<file path="config.mk">
export PLATFORM = sky130hd
export DESIGN_NAME = signed_integer_to_seven_segment_unit
export DESIGN_NICKNAME = d
export VERILOG_FILES = /design/src/design/sits_pkg.sv /design/src/design/signed_integer_to_seven_segment_unit.sv
export SDC_FILE = /design/constraint.sdc
export NUM_CORES = 1
export LEC_CHECK = 0
export ABC_AREA = 1
export BUFFER_PORTS_ARGS = -buffer_cell sky130_fd_sc_hd__buf_2
export CORE_AREA = 2 2 179 181
export CTS_CLUSTER_DIAMETER = 60
export DETAILED_ROUTE_END_ITERATION = 8
export DIE_AREA = 0 0 181 183
export GPL_ROUTABILITY_DRIVEN = 0
export GPL_TIMING_DRIVEN = 0
export PLACE_DENSITY = 0.6
export SYNTH_ARGS = -nofsm -noshare
export SYNTH_HDL_FRONTEND = slang
export SYNTH_SLANG_ARGS = --single-unit
</file>
<file path="constraint.sdc">
create_clock -name clk -period 15.2 [get_ports clk]
set_input_delay 1.52 -clock clk [delete_from_list [all_inputs] [get_ports clk]]
set_output_delay 1.52 -clock clk [all_outputs]
set_load 0.005 [all_outputs]
</file>
<file path="src/design/sits_pkg.sv">
// ============================================================================
// sits_pkg
// Types, segment codes and arithmetic helpers for the seven-segment unit.
// ============================================================================
package sits_pkg;

    localparam logic [7:0]  SEG_MINUS = 8'h40;
    localparam logic [7:0]  SEG_BLANK = 8'h00;
    localparam logic [7:0]  SEG_DOT   = 8'h80;
    localparam logic [13:0] MAG_LIMIT = 14'd9999;
    localparam logic [16:0] NEG_LIMIT = 17'd999;
    localparam logic [16:0] NEG_BASE  = 17'h10000;
    // floor(x / 10) == (x * DIV10_MUL) >> 16 for every x below 16384
    localparam logic [27:0] DIV10_MUL = 28'd6554;
    localparam logic [13:0] TEN       = 14'd10;
    localparam int          LATENCY   = 5;

    typedef struct packed {
        logic              mode;
        logic signed [15:0] number;
        logic              zero_pad;
        logic [7:0]        dot_pos;
    } item_t;

    typedef struct packed {
        logic [7:0] seg_first;
        logic [7:0] seg_second;
        logic [7:0] seg_third;
        logic [7:0] seg_fourth;
    } result_t;

    // Per-item control that rides along the pipeline
    typedef struct packed {
        logic       mode;
        logic       neg;
        logic       neg_big;
        logic       lz;
        logic [7:0] dot;
    } ctl_t;

    function automatic logic [7:0] digit_code(input logic [3:0] d);
        logic [7:0] c;
        case (d)
            4'd0:    c = 8'h3F;
            4'd1:    c = 8'h06;
            4'd2:    c = 8'h5B;
            4'd3:    c = 8'h4F;
            4'd4:    c = 8'h66;
            4'd5:    c = 8'h6D;
            4'd6:    c = 8'h7D;
            4'd7:    c = 8'h07;
            4'd8:    c = 8'h7F;
            4'd9:    c = 8'h6F;
            default: c = SEG_BLANK;
        endcase
        return c;
    endfunction

    function automatic logic [13:0] div10(input logic [13:0] x);
        logic [27:0] prod;
        prod = {14'd0, x} * DIV10_MUL;
        return {2'd0, prod[27:16]};
    endfunction

    function automatic logic [3:0] mod10(input logic [13:0] x, input logic [13:0] q);
        logic [27:0] qx;
        logic [13:0] r;
        qx = {14'd0, q} * {14'd0, TEN};
        r  = x - qx[13:0];
        return r[3:0];
    endfunction

endpackage

</file>
<file path="src/design/signed_integer_to_seven_segment_unit.sv">
// ============================================================================
// signed_integer_to_seven_segment_unit
// Turns a signed 16-bit number into four seven-segment codes.
// ============================================================================
// Pipeline: an item is registered in stages 1 to 4, then in the output register.
// Throughput: one item per cycle; busy is always low, a new item may follow
// every cycle and each one costs one multiply-by-reciprocal per digit stage.
// Reset: rst_n clears all valid bits at once, so no result strobes after
// reset until an item has traveled the full pipeline; payload is not reset.
module signed_integer_to_seven_segment_unit
    import sits_pkg::*;
(
    input  logic    clk,
    input  logic    rst_n,
    input  logic    start,
    output logic    busy,
    input  item_t   item,
    output logic    done,
    output result_t result
);

    // ------------------------------------------------------------------
    // Stage 1: magnitude, saturation and the all-minus case
    // ------------------------------------------------------------------
    logic        s1_valid_reg;
    ctl_t        s1_ctl_reg,  s1_ctl_next;
    logic [13:0] s1_mag_reg,  s1_mag_next;

    logic [16:0] mag_full;
    logic        in_neg;

    assign busy = 1'b0;  // every stage advances each cycle, so never hold off

    always_comb
    begin
        in_neg   = item.number[15];
        mag_full = in_neg ? (NEG_BASE - {1'b0, item.number}) : {1'b0, item.number};
        s1_mag_next = (mag_full > {3'd0, MAG_LIMIT}) ? MAG_LIMIT : mag_full[13:0];
        s1_ctl_next.mode    = item.mode;
        s1_ctl_next.neg     = in_neg;
        s1_ctl_next.neg_big = in_neg && (mag_full > NEG_LIMIT);
        s1_ctl_next.lz      = item.zero_pad;
        s1_ctl_next.dot     = item.dot_pos;
    end

    // ------------------------------------------------------------------
    // Stage 2: units digit and first quotient
    // ------------------------------------------------------------------
    logic        s2_valid_reg;
    ctl_t        s2_ctl_reg;
    logic [9:0]  s2_q_reg,  s2_q_next;
    logic [3:0]  s2_d0_reg, s2_d0_next;

    logic [13:0] q1_full;

    always_comb
    begin
        q1_full    = div10(s1_mag_reg);
        s2_q_next  = q1_full[9:0];
        s2_d0_next = mod10(s1_mag_reg, q1_full);
    end

    // ------------------------------------------------------------------
    // Stage 3: tens digit and second quotient
    // ------------------------------------------------------------------
    logic        s3_valid_reg;
    ctl_t        s3_ctl_reg;
    logic [6:0]  s3_q_reg,  s3_q_next;
    logic [3:0]  s3_d0_reg;
    logic [3:0]  s3_d1_reg, s3_d1_next;
    logic        s3_show2_reg, s3_show2_next;

    logic [13:0] q2_full;

    always_comb
    begin
        q2_full       = div10({4'd0, s2_q_reg});
        s3_q_next     = q2_full[6:0];
        s3_d1_next    = mod10({4'd0, s2_q_reg}, q2_full);
        s3_show2_next = (s2_q_reg != 10'd0);
    end

    // ------------------------------------------------------------------
    // Stage 4: hundreds and thousands digits
    // ------------------------------------------------------------------
    logic        s4_valid_reg;
    ctl_t        s4_ctl_reg;
    logic [3:0]  s4_d0_reg, s4_d1_reg;
    logic [3:0]  s4_d2_reg, s4_d2_next;
    logic [3:0]  s4_d3_reg, s4_d3_next;
    logic        s4_show2_reg;
    logic        s4_show1_reg, s4_show1_next;
    logic        s4_show0_reg, s4_show0_next;

    logic [13:0] q3_full;

    always_comb
    begin
        q3_full       = div10({7'd0, s3_q_reg});
        s4_d3_next    = q3_full[3:0];
        s4_d2_next    = mod10({7'd0, s3_q_reg}, q3_full);
        s4_show1_next = (s3_q_reg != 7'd0);
        s4_show0_next = (q3_full != 14'd0);
    end

    // ------------------------------------------------------------------
    // Stage 5: segment encoding, minus placement and decimal point
    // ------------------------------------------------------------------
    logic    done_reg;
    result_t result_reg, result_next;

    logic [7:0] c0, c1, c2, c3;
    logic [7:0] pad;
    logic [7:0] f0, f1, f2, f3;

    always_comb
    begin
        // c0 is the leftmost (thousands) position, c3 the units
        c3  = digit_code(s4_d0_reg);
        c2  = digit_code(s4_d1_reg);
        c1  = digit_code(s4_d2_reg);
        c0  = digit_code(s4_d3_reg);
        pad = SEG_BLANK;
        f0  = SEG_BLANK;
        f1  = SEG_BLANK;
        f2  = SEG_BLANK;
        f3  = c3;

        if (!s4_ctl_reg.mode)
        begin
            pad = s4_ctl_reg.lz ? digit_code(4'd0) : SEG_BLANK;
            f2  = s4_show2_reg ? c2 : pad;
            f1  = s4_show1_reg ? c1 : pad;
            f0  = s4_show0_reg ? c0 : pad;
            if (s4_ctl_reg.neg_big)
            begin
                f0 = SEG_MINUS;
                f1 = SEG_MINUS;
                f2 = SEG_MINUS;
                f3 = SEG_MINUS;
            end
            else if (s4_ctl_reg.neg)
            begin
                // put the minus just left of the highest shown digit,
                // or over the leftmost padding zero
                if (s4_ctl_reg.lz || s4_show1_reg)
                    f0 = SEG_MINUS;
                else if (s4_show2_reg)
                    f1 = SEG_MINUS;
                else
                    f2 = SEG_MINUS;
            end
        end
        else
        begin
            f2 = s4_show2_reg ? c2 : SEG_BLANK;
            f1 = s4_show1_reg ? c1 : (s4_ctl_reg.neg ? digit_code(4'd0) : SEG_BLANK);
            f0 = s4_show0_reg ? c0 : SEG_BLANK;
            if (s4_ctl_reg.neg)
            begin
                // shift right and drop the units digit
                f3 = f2;
                f2 = f1;
                f1 = f0;
                f0 = SEG_MINUS;
            end
            case (s4_ctl_reg.dot)
                8'd1:    f0 = f0 | SEG_DOT;
                8'd2:    f1 = f1 | SEG_DOT;
                8'd3:    f2 = f2 | SEG_DOT;
                8'd4:    f3 = f3 | SEG_DOT;
                default: ;
            endcase
        end

        result_next.seg_first  = f0;
        result_next.seg_second = f1;
        result_next.seg_third  = f2;
        result_next.seg_fourth = f3;
    end

    // ------------------------------------------------------------------
    // Valid bits: reset clears them; advance every cycle
    // ------------------------------------------------------------------
    always_ff @(posedge clk or negedge rst_n)
    begin
        if (!rst_n)
        begin
            s1_valid_reg <= 1'b0;
            s2_valid_reg <= 1'b0;
            s3_valid_reg <= 1'b0;
            s4_valid_reg <= 1'b0;
            done_reg     <= 1'b0;
        end
        else
        begin
            s1_valid_reg <= start && !busy;
            s2_valid_reg <= s1_valid_reg;
            s3_valid_reg <= s2_valid_reg;
            s4_valid_reg <= s3_valid_reg;
            done_reg     <= s4_valid_reg;
        end
    end

    // ------------------------------------------------------------------
    // Payload: load only where an item is present
    // ------------------------------------------------------------------
    always_ff @(posedge clk)
    begin
        if (start && !busy)
        begin
            s1_ctl_reg <= s1_ctl_next;
            s1_mag_reg <= s1_mag_next;
        end
        if (s1_valid_reg)
        begin
            s2_ctl_reg <= s1_ctl_reg;
            s2_q_reg   <= s2_q_next;
            s2_d0_reg  <= s2_d0_next;
        end
        if (s2_valid_reg)
        begin
            s3_ctl_reg   <= s2_ctl_reg;
            s3_q_reg     <= s3_q_next;
            s3_d0_reg    <= s2_d0_reg;
            s3_d1_reg    <= s3_d1_next;
            s3_show2_reg <= s3_show2_next;
        end
        if (s3_valid_reg)
        begin
            s4_ctl_reg   <= s3_ctl_reg;
            s4_d0_reg    <= s3_d0_reg;
            s4_d1_reg    <= s3_d1_reg;
            s4_d2_reg    <= s4_d2_next;
            s4_d3_reg    <= s4_d3_next;
            s4_show2_reg <= s3_show2_reg;
            s4_show1_reg <= s4_show1_next;
            s4_show0_reg <= s4_show0_next;
        end
        if (s4_valid_reg)
            result_reg <= result_next;
    end

    assign done   = done_reg;
    assign result = result_reg;

endmodule

</file>
==> flow_summary.json <==
{
  "firstDrtPassIters": 5,
  "finalCritPeriodShare_pct": 38.4,
  "endpoint_kind": "flop",
  "cts.clk_slew.worst_paths_ns": 0.07,
  "maxCapViolCount": 0,
  "antenna_left": 0,
  "core_sq_um": 31200,
  "yosysTopAreaCell": "edfxtp_1",
  "fin_nets": 1846,
  "synth_enable_flop_cells": 143,
  "syn-num-nets": 1766,
  "syn_area_sq_um": 13900,
  "cp-start-kind": "flop",
  "arrival_ns": 6.00,
  "yosysTopAreaCellShare_pct": 30.9,
  "cts_buffers": 17,
  "met2_length_um": 12300,
  "worst-path-max-fanout": 6,
  "drt_iter0_markers": 460,
  "outcome": "finished clean",
  "worstPathRequired_ns": 15.37,
  "diodes": 0,
  "wl_per_cell_um": 13.3,
  "die_h_um": 183,
  "grt_first_pass_wirelength_um": 43400,
  "slew_headroom_pct": 11.2,
  "boundaryPins": 63,
  "grt_max_degree": 38,
  "fp-row-count": 65,
  "slowest_stage": "edfxtp_1",
  "antenna_found_initial": 0,
  "n_fill_cell": 2972,
  "cts-root-buf": "clkbuf_16",
  "cts_tree": "done",
  "cpMostUsedCell": "inv_1",
  "dpl.hpwl_um": 21500,
  "numPortBuffers": 61,
  "worstMarginPinSlew_ns": 1.33,
  "rsz0062_at_grt": "false",
  "largest_reg_flops": 32,
  "htreeDepth": 4,
  "postSynth.asyncResetShare_pct": 2.84,
  "viasPerCell": 4.84,
  "finalSetupViolations": 0,
  "synth_xor_area_share_pct": 2.51,
  "start_util_pct": 44.5,
  "post-route-drc-count": 0,
  "finalWirelength_um": 25500,
  "cts_hold_buf": 0,
  "grt-ovfl-total": 0,
  "finalClockSkew_ns": 0.0195,
  "cts_max_path_buffers": 2,
  "yosys_warnings": 0,
  "finalCriticalPeriod_ns": 5.84,
  "fmax_mhz": 171,
  "worstPathCellList": "ha_1 > inv_1 > fa_1 > inv_1 > fa_1 > fa_1 > inv_1 > fa_1 > inv_1 > ha_1 > nand2_1 > or2_1 > nand2_1 > a21oi_1 > nand2_1 > xor2_2 > inv_1 > ha_1 > inv_1 > fa_1 > xnor2_1 > xnor2_1 > nand2_1 > nand2_1",
  "highest_layer": "met4",
  "muxShareOfSynthArea_pct": 0,
  "maxSlewViolCount": 0,
  "clk_latency_ns": 0.43,
  "worst-setup-path-type": "flop to flop",
  "synth_cells": 1427,
  "synth_ff_type": "edfxtp_1",
  "ys_ff_latch": 176,
  "synth_simple_gate_area_share_pct": 13.6,
  "synth_top_family_by_area": "adder cells",
  "drt-met1-wl_um": 12200,
  "syn_area_per_cell_sq_um": 9.73,
  "layout-drive-gt1-share_pct": 9.93,
  "post_cts_resize_count": 0,
  "synth-adder-area-share_pct": 32.6,
  "synth_area_leaders": "edfxtp_1 31%, ha_1 20%, fa_1 13%, inv_1 8.3%, nand2_1 6.2%",
  "synth_cell_type_count": 55,
  "grt_pass1_vias": 9229,
  "num_vias": 9309,
  "grtUsageTotal_pct": 16.1,
  "cpPeakStageDelay_ns": 0.56,
  "clock_sinks": 176,
  "synth_compound_area_share_pct": 6.62,
  "finalHoldViolations": 0,
  "seq_area_frac_synth_pct": 35.9,
  "dieArea_sq_um": 33100,
  "timing.setup.tns_ns": 0,
  "dr_wl_met3_um": 700,
  "area_growth_syn_to_layout_pct": 10.1,
  "min_path_type": "flop to flop",
  "fin_util_pct": 49.0,
  "chipWidth_um": 181,
  "cts_setup_buffers": 0
}
## critical path: cells and delay by family (launching register included)
family,cells,cell delay [ns]
adders and majority gates,8,3.31
xor gates and xnor gates,3,0.59
and+or+nand+nor,6,0.59
DFF,1,0.56
buffers and inverters,6,0.39
AOI/OAI and AO/OA,1,0.13
## final cells by class
| class | instances | area (sq um) | area share, % |
|---|---|---|---|
| Tap cell | 402 | 503 | 3.29 |
| Clock buffer | 17 | 425 | 2.78 |
| Sequential cell | 176 | 4980 | 32.6 |
| Clock inverter | 15 | 170 | 1.11 |
| Timing Repair Buffer | 61 | 305 | 2.00 |
| Buffer | 11 | 48.8 | 0.319 |
| Inverter | 311 | 1170 | 7.65 |
| Multi-Input combinational cell | 929 | 7690 | 50.3 |
## synthesized netlist by cell type (3+ instances only)
library cell / n
buf_2: 3
o211ai_1: 8
a21oi_1: 57
xor2_1: 29
or2_2: 14
nand3_1: 51
fa_1: 87
o21ai_1: 7
nor2_2: 4
edfxtp_1: 143
nand3b_1: 3
nand2_2: 12
nor4_1: 5
dfxtp_1: 28
a21boi_1: 3
dfrtp_1: 5
inv_1: 307
o31ai_1: 4
o21ai_2: 3
nor3_1: 8
nand4_1: 8
or2_1: 4
xnor2_1: 9
o21ai_0: 59
a31oi_1: 6
ha_1: 223
nor2_1: 59
nand3_2: 6
nand2_1: 231
clkbuf_1: 7
a21o_1: 3
## cells by family (layout without fill, tap and decap cells)
family          after synthesis  count (layout)
simple gates                418             418
flops                       176             176
other cells                   1               1
buf+inv                     322             415
xor+xnor                     39              39
compound gates              161             161
fa+ha+maj                   310             310
## worst paths after layout
| path | depth (start not counted) | startpoint | slack [ns] | endpoint |
|---|---|---|---|---|
| max | 24 | s1_mag_reg[3] | 9.36 | s2_d0_reg[3] |
| min | 0 | s2_d0_reg[1] | 0.41 | s3_d0_reg[1] |
| max reg2reg | 24 | s1_mag_reg[3] | 9.36 | s2_d0_reg[3] |
| min reg2reg | 0 | s2_d0_reg[1] | 0.41 | s3_d0_reg[1] |
| max in group asynchronous | 1 | rst_n | 14.16 | s3_valid_reg |
| min in group asynchronous | 1 | rst_n | 0.89 | s1_valid_reg |
## layout by cell type (no fill, tap or decap), types with 5 or more instances in the layout
cell,n
clkbuf_1,7
o211ai_1,8
dfxtp_1,28
o21ai_0,59
nor4_1,5
inv_1,307
a31oi_1,6
a21oi_1,57
clkbuf_16,17
nand3_2,6
xor2_1,29
nor2_1,59
nand4_1,8
fa_1,87
ha_1,223
o21ai_1,7
xnor2_1,9
edfxtp_1,143
nand3_1,51
or2_2,14
nand2_2,12
buf_2,64
nor3_1,8
nand2_1,231
## per-layer routing
metal	up-vias	global-route usage (%)
met5	-	0
met4	0	3.84
met2	121	27.5
li1	4803	-
met3	21	2.42
met1	4364	21.8
## through the flow
stage	hold WS, ns	std cells	setup slack, ns	area [sq um]
2_1_floorplan	0.400	1427	9.88	13900
3_3_place_gp	0.402	1890	9.38	14700
3_5_place_dp	0.405	1890	9.31	14700
4_1_cts	0.413	1922	9.31	15300
5_1_grt	0.418	1922	9.00	15300
6_report	0.413	1922	9.36	15300
Power is not shown: default switching activity piles up to over one toggle a cycle in this logic, so the estimate is an artifact.
